**config.mk**
```make
export PLATFORM = sky130hd
export DESIGN_NAME = spiw_out
export DESIGN_NICKNAME = d
export VERILOG_FILES = /design/src/rtl/spiw_pkg.sv /design/src/rtl/spiw_out.sv
export SDC_FILE = /design/constraint.sdc
export NUM_CORES = 1
export LEC_CHECK = 0
export BUFFER_PORTS_ARGS = -buffer_cell sky130_fd_sc_hd__buf_2
export CORE_MARGIN = 2
export CORE_UTILIZATION = 40
export CTS_CLUSTER_DIAMETER = 80
export DETAILED_ROUTE_END_ITERATION = 10
export PLACE_DENSITY = 0.68
export REMOVE_ABC_BUFFERS = 1
export SLEW_MARGIN = 10
export SYNTH_ARGS = -nofsm -noshare
export SYNTH_HDL_FRONTEND = slang
export SYNTH_SLANG_ARGS = --single-unit
export TNS_END_PERCENT = 100
```
**constraint.sdc**
```tcl
create_clock -name clk -period 4.25 [get_ports clk]
set_input_delay 0.6375 -clock clk [delete_from_list [all_inputs] [get_ports clk]]
set_output_delay 0.6375 -clock clk [all_outputs]
set_load 0.05 [all_outputs]
```
**src/rtl/spiw_pkg.sv**
```systemverilog
// Shared widths, types and register codes for the segment pair intersection block.
// No dependencies; every other file in rtl imports it.
package spiw_pkg;

  localparam int COORD_BITS = 16;
  localparam int FRAC_BITS  = 16;
  localparam int OUT_BITS   = 32;
  localparam int DIF_W      = COORD_BITS + 1;         // endpoint differences
  localparam int CW         = 2 * COORD_BITS + 2;     // line constants and determinant
  localparam int NW         = CW + DIF_W + 1;         // Cramer numerators
  localparam int QB         = COORD_BITS + FRAC_BITS; // quotient bits
  localparam int DSTEPS     = 4;                      // quotient bits per divider stage
  localparam int DSTAGES    = QB / DSTEPS;
  localparam int NRNG       = 6;                      // x: A, B, window; y: A, B, window
  localparam int CFG_IDX_W  = 4;

  typedef logic signed [COORD_BITS-1:0] coord_t;
  typedef logic signed [OUT_BITS-1:0]   out_t;

  typedef enum logic [CFG_IDX_W-1:0] {
    REG_C1X,
    REG_C1Y,
    REG_C2X,
    REG_C2Y
  } cfg_reg_t;

  typedef struct packed {
    coord_t c1x;
    coord_t c1y;
    coord_t c2x;
    coord_t c2y;
  } win_t;

  typedef struct packed {
    logic            v;
    logic            hit;
    logic            negx;
    logic            negy;
    logic [CW-1:0]   dabs;
    logic [CW-1:0]   remx;
    logic [CW-1:0]   remy;
    logic [QB-1:0]   dqx;
    logic [QB-1:0]   dqy;
  } dstage_t;

endpackage

```
**src/rtl/spiw_out.sv**
```systemverilog
// Output register with a skid stage; signs the quotients and zeroes a miss.
// Drives the pipeline advance; depends on spiw_pkg.
module spiw_out (
  input  logic              clk,
  input  logic              rst,
  input  spiw_pkg::dstage_t p,
  output logic              en,
  output logic              out_valid,
  input  logic              out_ready,
  output logic              hit,
  output spiw_pkg::out_t    cross_x,
  output spiw_pkg::out_t    cross_y
);
  import spiw_pkg::*;

  logic          sv;
  logic          s_hit;
  out_t          s_x, s_y;
  logic [QB-1:0] sx, sy;
  out_t          fx, fy;
  logic          o_free;

  assign sx     = p.negx ? -p.dqx : p.dqx;
  assign sy     = p.negy ? -p.dqy : p.dqy;
  assign fx     = p.hit ? out_t'($signed(sx)) : '0;
  assign fy     = p.hit ? out_t'($signed(sy)) : '0;
  assign o_free = !out_valid || out_ready;
  assign en     = !sv;

  always_ff @(posedge clk) begin
    if (rst) begin
      out_valid <= 1'b0;
      sv        <= 1'b0;
    end else if (o_free) begin
      out_valid <= sv | p.v;
      sv        <= 1'b0;
    end else if (!sv && p.v) begin
      sv <= 1'b1;
    end
  end

  always_ff @(posedge clk) begin
    if (o_free) begin
      if (sv) begin
        hit     <= s_hit;
        cross_x <= s_x;
        cross_y <= s_y;
      end else begin
        hit     <= p.v & p.hit;
        cross_x <= fx;
        cross_y <= fy;
      end
    end else if (!sv) begin
      // hold the transfer that the receiver stalled
      s_hit <= p.hit;
      s_x   <= fx;
      s_y   <= fy;
    end
  end

endmodule

```
# ---- Yosys cells after proc, flatten, opt, wreduce, memory -nomap -nowiden
# Index checks and enable logic that the tools add are counted.
dict set report op_classes {
  addsub 2
  n_mux 7
  bitwise_logic 4
  reduce_logical 6
}
# op n
set op_table {}
lappend op_table {{32-bit 2-to-1 mux} 6}
lappend op_table {{32-bit negation} 2}
lappend op_table {{1-bit zero test} 2}
lappend op_table {{1-bit NOT} 2}
lappend op_table {{2-bit AND reduction} 1}
lappend op_table {{2-bit OR reduction} 1}
lappend op_table {{1-bit AND} 1}
lappend op_table {{1-bit logical AND} 1}
lappend op_table {{1-bit logical OR} 1}
lappend op_table {{1-bit 2-to-1 mux} 1}
lappend op_table {{1-bit bitwise OR} 1}
dict set report word_totals {
  register_bits 132
  wordCells 27
}

# ---- Longest topological paths before layout
# Gate-level depths: netlist of run 1.
dict set report logic_depth {
  ltp_word 4
  mapped_depth 8
}

# ---- Worst setup path before layout of run 1
# No wires, ideal clock.
dict set report synth_timing {
  path_type {input -> register}
  start {input port out_ready}
  end {register s_x[0] (enable)}
  arrival_time_ps 3936
  path_slack_ps -283
  cell_stages 2
  n_path_buf 0
  cell_sequence {nand2b_1 -> inv_1}
}
dict set report synth_between {
  elab_chain_len 1
}
# element line
set synth_lines {}
lappend synth_lines {{start, declared} spiw_out.sv:9} ;# input logic out_ready,
lappend synth_lines {{1-bit logical OR} spiw_out.sv:27} ;# assign o_free = !out_valid || out_ready;
lappend synth_lines {{end signal, assigned} spiw_out.sv:56} ;# s_x <= fx;
lappend synth_lines {{end, declared} spiw_out.sv:18} ;# out_t s_x, s_y;
# Every way passes these cells.
# A chain may end at the register's enable or synchronous reset.

# ---- Worst setup path in the final report of run 1
dict set report layout_timing {
  start {input port p[0] (netlist bit)}
  end {register s_y[26] (data pin)}
}
dict set report layout_between {
  elab_chain_len 4
}
# element line
set layout_lines {}
lappend layout_lines {{start, declared} spiw_out.sv:6} ;# input spiw_pkg::dstage_t p,
lappend layout_lines {{32-bit negation} spiw_out.sv:24} ;# assign sy = p.negy ? -p.dqy : p.dqy;
lappend layout_lines {{32-bit 2-to-1 mux} spiw_out.sv:24}
lappend layout_lines {{32-bit 2-to-1 mux} spiw_out.sv:26} ;# assign fy = p.hit ? out_t'($signed(sy)) : '0;
lappend layout_lines {{32-bit 2-to-1 mux} -}
lappend layout_lines {{end signal, assigned} spiw_out.sv:57} ;# s_y <= fy;
lappend layout_lines {{end, declared} spiw_out.sv:18}
# Every way passes these cells.

==> results of run 1 <==
-- synthesized netlist by cell type (5+ instances only) --
| cell type | number |
|---|---|
| or4_1 | 30 |
| or2_2 | 6 |
| nand3_1 | 36 |
| clkbuf_1 | 40 |
| o311ai_0 | 6 |
| nor4_1 | 11 |
| o211ai_1 | 5 |
| nand4_1 | 12 |
| a2111o_1 | 7 |
| inv_1 | 16 |
| edfxtp_1 | 130 |
| o41ai_1 | 10 |
| o31ai_1 | 15 |
| nand2_1 | 46 |
| o21ai_0 | 28 |
| nor3_1 | 22 |
| xor2_1 | 18 |
| nor2_1 | 16 |
| a32oi_1 | 27 |
| o2111ai_1 | 6 |
| a21oi_1 | 5 |
| or3_1 | 16 |
-- metrics by stage --
| step | setup slack (ps) | hold slack (ps) | utilization | std cells | power [mW] |
|---|---|---|---|---|---|
| after floorplan | -283 | 516 | - | 513 | 1.99 |
| after global placement | 964 | 533 | 0.463 | 872 | 2.16 |
| after detailed placement | 921 | 540 | 0.463 | 872 | 2.17 |
| after CTS | 1360 | 373 | 0.499 | 904 | 3.62 |
| after global routing | 1270 | 391 | 0.501 | 905 | 3.71 |
| final | 1330 | 392 | 0.501 | 905 | 3.59 |
-- final timing paths --
path / start / to / slack, ps
max: p[0] / s_y[26]$_DFFE_PN_ / 1330
min: rst / out_valid$_SDFFE_PP0P_ / 390
max reg2reg: sv$_SDFFE_PP0P_ / cross_x[31]$_DFFE_PP_ / 2110
min reg2reg: s_hit$_DFFE_PP_ / hit$_DFFE_PP_ / 550
-- cell families after synthesis --
family	synth area share
DFF	0.600
AOI/OAI and AO/OA	0.154
xor gates and xnor gates	0.0280
muxes	0.00304
adders and majority gates	0.00380
and+or+nand+nor	0.175
buffers and inverters	0.0365
-- where the power goes --
| part | switching, mW | leakage (nW) | internal [mW] | total, mW |
|---|---|---|---|---|
| sequential | 0.0266 | 1.35 | 1.55 | 1.57 |
| combinational | 0.441 | 1.36 | 0.137 | 0.578 |
| clock | 0.530 | 0.276 | 0.908 | 1.44 |
-- cell usage in the layout, fill, tap and decap left out, types with 11 or more instances in the layout --
master       n
nand2_1     46
buf_2      137
nor3_1      22
nor2_1      16
nor4_1      11
nand3_1     36
inv_1       15
or4_1       30
nand4_1     12
or3_1       16
xor2_1      18
a32oi_1     27
o31ai_1     15
clkbuf_16   17
edfxtp_1   130
o21ai_0     28
-- per-layer routing --
layer  GRT usage  part of all wire  vias to the layer above
met4      0.0800             0.025                        0
li1            -                 -                     2507
met1       0.260              0.44                     2638
met2       0.309              0.48                      275
met5           0                 0                        -
met3      0.0392             0.063                       44
-- cell type report --
type                            instances  area share
Timing Repair Buffer                  144      0.0946
Multi-Input combinational cell        365       0.301
Clock buffer                           19      0.0540
Sequential cell                       132       0.492
Tap cell                              216      0.0337
Clock inverter                         13      0.0175
Inverter                               16     0.00749
-- worst max-delay path, cell delays in order --
cell     delay, ps
buf_2          120
inv_1           90
ha_1           160
or3b_1         510
or4_1          750
o41a_1         460
a311o_1        340
-- state kept, by name, indices dropped and copies added (netlist names) --
register,cells
sv,1
out_valid,1
hit,1
s_hit,1
s_y,32
cross_y,32
cross_x,32
s_x,32
==> flow_summary.toml, run 1 <==
[layout]
n_fill_cell = 1471
ff_latch_area_sq_um = 3950
final_nets = 851
multiInputGateArea_sq_um = 2410
drive_gt1_frac = 0.266
final_area_sq_um = 8020
antennaDiodeCount = 0
areaGrowthSynthToFinish_pct = 21.9

[route]
vias_per_cell = 6.04
num_vias = 5464
drt-initial-drc-count = 641
wl_um = 17000
postRouteAntennaNets = 0
first_pass_iters = 5
drc = 0
routedWlPerCell_um = 18.8

[floorplan]
initial_core_util = 0.411
core-area_sq_um = 16000
io_pins = 240
rows = 46
die_x_um = 132
die_area_sq_um = 17500
die_y_um = 132

[critical_path]
crit_arrival_ps = 3070
cp_max_fo = 8
worstSetupEndpointType = "flip-flop"
cp-start-kind = "primary input"
path_class = "primary input to flip-flop"
rr_worst_depth = 5
required_ps = 4410

[power]
max-vdd-ir-drop_mv = 0.270
p_leak_nw = 2.98
p_per_area_nw_per_um2 = 448

[clocking]
cts.clk_slew.worst_paths_ps = 60
postCtsSetupBuffers = 0
cts_max_path_buffers = 2
cts_root_buffer = "clkbuf_16"
hold_buffers = 0
cts_buffers = 17
cts_tree = "yes"
htree_levels = 4
cts_resized = 0
clock_sinks = 132
clock_latency_ps = 410

[synth]
ys_warn_count = 0
avgSynthCellArea_sq_um = 11.7
synthCells = 560
yosysSeqAreaShare = 0.600
dominantRegCellSynth = "edfxtp_1"
syn-cell-area_sq_um = 6580
yosys-top-cells-area = "edfxtp_1 59%, a32oi_1 3.6%, or4_1 3.4%, nand3_1 2.7%, nand2_1 2.6%"
yosysTopAreaCellShare = 0.594
synthArstFlopShare = 0
synth_cell_type_count = 50
synth_edf_count = 130
synth.largest_area_cell = "edfxtp_1"
ys_ff_latch = 132

[global_routing]
grt_pass1_vias = 5213
overflow = 0
grt_first_pass_wirelength_um = 27000
grt_start_max_net_pins = 76
grt_antenna_before_repair = 0
grt.total_usage = 0.194

[sta]
max_slew.worst_pin.slew_ps = 1060
fin_crit_sh = 0.687
finalClockSkew_ps = 3.93
final_hold_viol_count = 0
tns_ps = 0
slew_headroom = 0.285
period_minus_slack_ps = 2920
grt_setup_unrepaired = "false"
fmax_ghz = 0.343
slew_viol_final = 0
setup_viol = 0

[place]
place_congestion = 0.809
post-dp-hpwl_um = 10900
io_buffers = 137
place_area_sq_um = 7420

[outcome]
status = "completed"

[worst_hold_path]
hold_path_depth = 2
hp-class = "primary input to flip-flop"

[flow_run]
drv_cap = 0
No activity file was read; power rests on OpenSTA's default activity.
==> inputs of run 2 (changes only) <==
==> constraint.sdc (replaced) <==
create_clock -name clk -period 2.4 [get_ports clk]
set_input_delay 0.36 -clock clk [delete_from_list [all_inputs] [get_ports clk]]
set_output_delay 0.36 -clock clk [all_outputs]
set_load 0.05 [all_outputs]
==> flow_summary.toml, run 2 (synthesized netlist as in run 1, its figures left out) <==
[outcome]
status = "completed"

[layout]
final_common_cell = "buf_2"
final_area_sq_um = 8550
areaGrowthSynthToFinish_pct = 29.9
layout_common_cells = "137 x buf_2, 130 x edfxtp_1, 79 x buf_4, 46 x nand2_1, 36 x nand3_1"
n_fill_cell = 1428
drive_gt1_frac = 0.335
final_nets = 925
antennaDiodeCount = 0
finalNonFillerCells = 978
multiInputGateArea_sq_um = 2420
ff_latch_area_sq_um = 3950

[sta]
fmax_ghz = 0.433
grt_setup_unrepaired = "false"
fin_crit_sh = 0.961
setup_viol = 0
period_minus_slack_ps = 2310
max_slew.worst_pin.slew_ps = 540
slew_viol_final = 0
finalClockSkew_ps = 8.11
slew_headroom = 0.640
final_hold_viol_count = 0

[power]
p_leak_nw = 3.32
p_per_area_nw_per_um2 = 740
internal_power_mw = 4.55
seqPwrFrac = 0.440
max-vdd-ir-drop_mv = 0.489
total_power_mw = 6.33
p_sw_frac = 0.281
p_sw_mw = 1.78
p_comb_frac = 0.175
clkPwrFrac = 0.385

[critical_path]
crit_arrival_ps = 2460
worstSetupEndpointType = "flip-flop"
crit_chain = "buf_2 -> inv_1 -> ha_1 -> or3b_1 -> or4_4 -> o41a_1 -> a311o_1"
cp_max_fo = 3
cp-start-kind = "primary input"
slowest_stage = "or4_4"
required_ps = 2560
path_class = "primary input to flip-flop"
max_stage_delay_ps = 570

[global_routing]
grt.total_usage = 0.209
grt_start_max_net_pins = 47
grt_pass1_vias = 5677
overflow = 0
grt_first_pass_wirelength_um = 29400
grt_antenna_before_repair = 0

[clocking]
hold_buffers = 0
cts_max_path_buffers = 2
cts_buffers = 17
htree_levels = 4
cts_tree = "yes"
cts_root_buffer = "clkbuf_16"
clock_latency_ps = 420
cts.clk_slew.worst_paths_ps = 60
clock_sinks = 132

[floorplan]
core-area_sq_um = 16000
die_x_um = 132
rows = 46
initial_core_util = 0.411
io_pins = 240
die_y_um = 132
die_area_sq_um = 17500

[route]
vias_per_cell = 5.87
routedWlPerCell_um = 18.6
postRouteAntennaNets = 0
drc = 0
wl_um = 18200
num_vias = 5737
drt-initial-drc-count = 555
first_pass_iters = 6

[place]
post-dp-hpwl_um = 12300
io_buffers = 137
place_congestion = 0.829
dp.cells = 947
place_area_sq_um = 8000

[flow_run]
drv_cap = 0

[worst_hold_path]
hp-class = "primary input to flip-flop"
## run 2: power by group through the flow
stage          Sequential (mW)  Combinational, mW  Clock, mW
3_5_place_dp              2.83               1.10          0
6_report                  2.79               1.11       2.44
2_1_floorplan             3.26              0.258          0
4_1_cts                   2.79               1.10       2.47
3_3_place_gp              2.83               1.08          0
5_1_grt                   2.80               1.17       2.58
## run 2: metrics by stage
step                hold WS [ps]  worst slack, ps   util  TNS (ps)
floorplan                    429            -1940      -   -288980
global placement             538             -334  0.500     -7550
detailed placement           537             -383  0.500     -9940
CTS                         93.8             45.7  0.534         0
global route                98.9             34.3  0.534         0
finish                       110             93.0  0.534         0
## run 2: repair_timing
| action | CTS | global route |
|---|---|---|
| endpoints found under the setup margin | 0 | 6 |
| buffers inserted | 0 | 0 |
| hold endpoints to repair | 0 | 0 |
| resized for setup | 0 | 4 |
## run 2: final timing paths
path | endpoint | slack (ps) | startpoint | cells past startpoint
min | out_valid$_SDFFE_PP0P_ | 110 | rst | 2
max | cross_y[26]$_DFFE_PP_ | 90 | p[0] | 7
max reg2reg | cross_x[31]$_DFFE_PP_ | 510 | sv$_SDFFE_PP0P_ | 5
min reg2reg | s_x[7]$_DFFE_PN_ | 550 | s_x[7]$_DFFE_PN_ | 2
## run 2: critical path, delay by kind of cell
kind,cells,cell delay (ps)
buffers and inverters,2,210
adder cells (fa/ha/maj),1,170
AND/OR/NAND/NOR,2,950
AO/OA/AOI/OAI,2,770
## run 2: area by class of cell
type,count,share of cell area
flip-flops and latches,132,0.462
multi-input cells,365,0.283
repair buffers,218,0.154
clock buffers,24,0.0529
well taps,216,0.0316
clock inverters,7,0.00966
inverters,16,0.00703
## run 2: layer usage
metal | up-vias | routed length [um] | global-route usage | share of wire
met2 | 244 | 8920 | 0.346 | 0.49
met1 | 2792 | 7870 | 0.274 | 0.43
met3 | 48 | 992 | 0.0404 | 0.054
met5 | - | 0 | 0 | 0
li1 | 2653 | - | - | -
met4 | 0 | 423 | 0.0806 | 0.023
==> inputs of run 3 (changes only) <==
--- a/config.mk
+++ b/config.mk
@@ -7,10 +7,11 @@
 export LEC_CHECK = 0
 export BUFFER_PORTS_ARGS = -buffer_cell sky130_fd_sc_hd__buf_2
 export CORE_MARGIN = 2
-export CORE_UTILIZATION = 40
+export CORE_UTILIZATION = 43
 export CTS_CLUSTER_DIAMETER = 80
 export DETAILED_ROUTE_END_ITERATION = 10
-export PLACE_DENSITY = 0.68
+export PLACE_DENSITY = 0.73
+export RECOVER_POWER = 50
 export REMOVE_ABC_BUFFERS = 1
 export SLEW_MARGIN = 10
 export SYNTH_ARGS = -nofsm -noshare
==> flow_summary.toml, run 3 (synthesized netlist as in run 1, its figures left out) <==
[critical_path]
worstSetupEndpointType = "flip-flop"
slowest_stage = "or4_1"
crit_chain = "buf_2 -> inv_1 -> ha_1 -> or3b_1 -> or4_1 -> o41a_1 -> a311o_1"
cp-start-kind = "primary input"
path_class = "primary input to flip-flop"
max_stage_delay_ps = 600
crit_arrival_ps = 2500
required_ps = 2560
cp_max_fo = 3

[floorplan]
core-area_sq_um = 15100
die_area_sq_um = 16300
io_pins = 240
initial_core_util = 0.436
die_x_um = 128
die_y_um = 128
rows = 45

[layout]
layout_common_cells = "130 x edfxtp_1, 91 x buf_2, 69 x buf_4, 47 x clkbuf_1, 46 x nand2_1"
final_common_cell = "edfxtp_1"
finalNonFillerCells = 943
final_nets = 918
antennaDiodeCount = 0
drive_gt1_frac = 0.269
areaGrowthSynthToFinish_pct = 28.2
finish.utilization = 0.559

[sta]
finalClockSkew_ps = 5.50
max_slew.worst_pin.slew_ps = 985
setup_slack_ps = 65.3
fmax_ghz = 0.428
final_hold_viol_count = 0
slew_viol_final = 0
grt_setup_unrepaired = "false"
tns_ps = 0
setup_viol = 0
period_minus_slack_ps = 2330
slew_headroom = 0.343
fin_crit_sh = 0.973

[global_routing]
grt_first_pass_wirelength_um = 27800
grt_start_max_net_pins = 65
grt_pass1_vias = 5539
overflow = 0
grt_antenna_before_repair = 0
grt.total_usage = 0.217

[flow_run]
drv_cap = 0

[place]
post-dp-hpwl_um = 11900
dp.cells = 912
place_congestion = 0.869
io_buffers = 137
dp_slack_ps = -380

[clocking]
cts_buffers = 17
clock_sinks = 132
htree_levels = 4
cts_tree = "yes"
cts.clk_slew.worst_paths_ps = 50
clock_latency_ps = 420
cts_root_buffer = "clkbuf_16"
cts_max_path_buffers = 2

[outcome]
status = "completed"

[power]
internal_power_mw = 4.61
p_per_area_nw_per_um2 = 761
clkPwrFrac = 0.399
p_leak_nw = 3.13
max-vdd-ir-drop_mv = 0.444
p_sw_mw = 1.80
seqPwrFrac = 0.435
p_sw_frac = 0.281
p_comb_frac = 0.167

[route]
postRouteAntennaNets = 0
first_pass_iters = 5
routedWlPerCell_um = 19.0
drt-initial-drc-count = 680
drc = 0
num_vias = 5798
wl_um = 17900
vias_per_cell = 6.15

[worst_hold_path]
hp-class = "primary input to flip-flop"
## run 3: area by class of cell
| class | count | area, sq um |
|---|---|---|
| inverters | 16 | 60.1 |
| flip-flops and latches | 132 | 3950 |
| fillers | 1304 | 6660 |
| clock inverters | 13 | 141 |
| well taps | 188 | 235 |
| repair buffers | 211 | 1220 |
| clock buffers | 18 | 429 |
| multi-input cells | 365 | 2400 |
## run 3: per-layer routing
metal,global-route usage,wire length [um]
met1,0.275,7380
met2,0.350,8520
met3,0.0472,1380
met4,0.116,616
met5,0,0
## run 3: repair_timing
action | 4_1_cts | 5_1_grt
gates resized for setup | 0 | 1
setup buffers | 0 | 0
hold buffers | 0 | 0
endpoints found under the setup margin | 0 | 2
## run 3: metrics by stage
step	hold slack [ps]	instance area, sq um	total power, mW
finish	117	8430	6.41
global route	98.2	8430	6.61
CTS	100	8520	6.47
detailed placement	540	7950	3.92
global placement	531	7950	3.90
floorplan	429	6400	3.52
## run 3: final timing paths
path,startpoint,to,slack [ps],depth (start not counted)
setup / recovery,p[0],cross_y[26]$_DFFE_PP_,70,7
hold / removal,rst,out_valid$_SDFFE_PP0P_,120,2
setup reg to reg,sv$_SDFFE_PP0P_,s_x[31]$_DFFE_PN_,300,5
hold reg to reg,s_y[12]$_DFFE_PN_,cross_y[12]$_DFFE_PP_,560,2
## run 3: power by group through the flow
stage / sequential, mW / clock, mW / combinational [mW]
floorplan: 3.26 / 0 / 0.258
global placement: 2.82 / 0 / 1.07
detailed placement: 2.83 / 0 / 1.09
CTS: 2.79 / 2.59 / 1.10
global route: 2.80 / 2.68 / 1.13
finish: 2.79 / 2.56 / 1.07
## run 3: worst max-delay path, delay by kind of cell
family | cells | cell delay, ps
simple gates | 2 | 960
compound gates | 2 | 760
buf+inv | 2 | 220
fa+ha+maj | 1 | 190
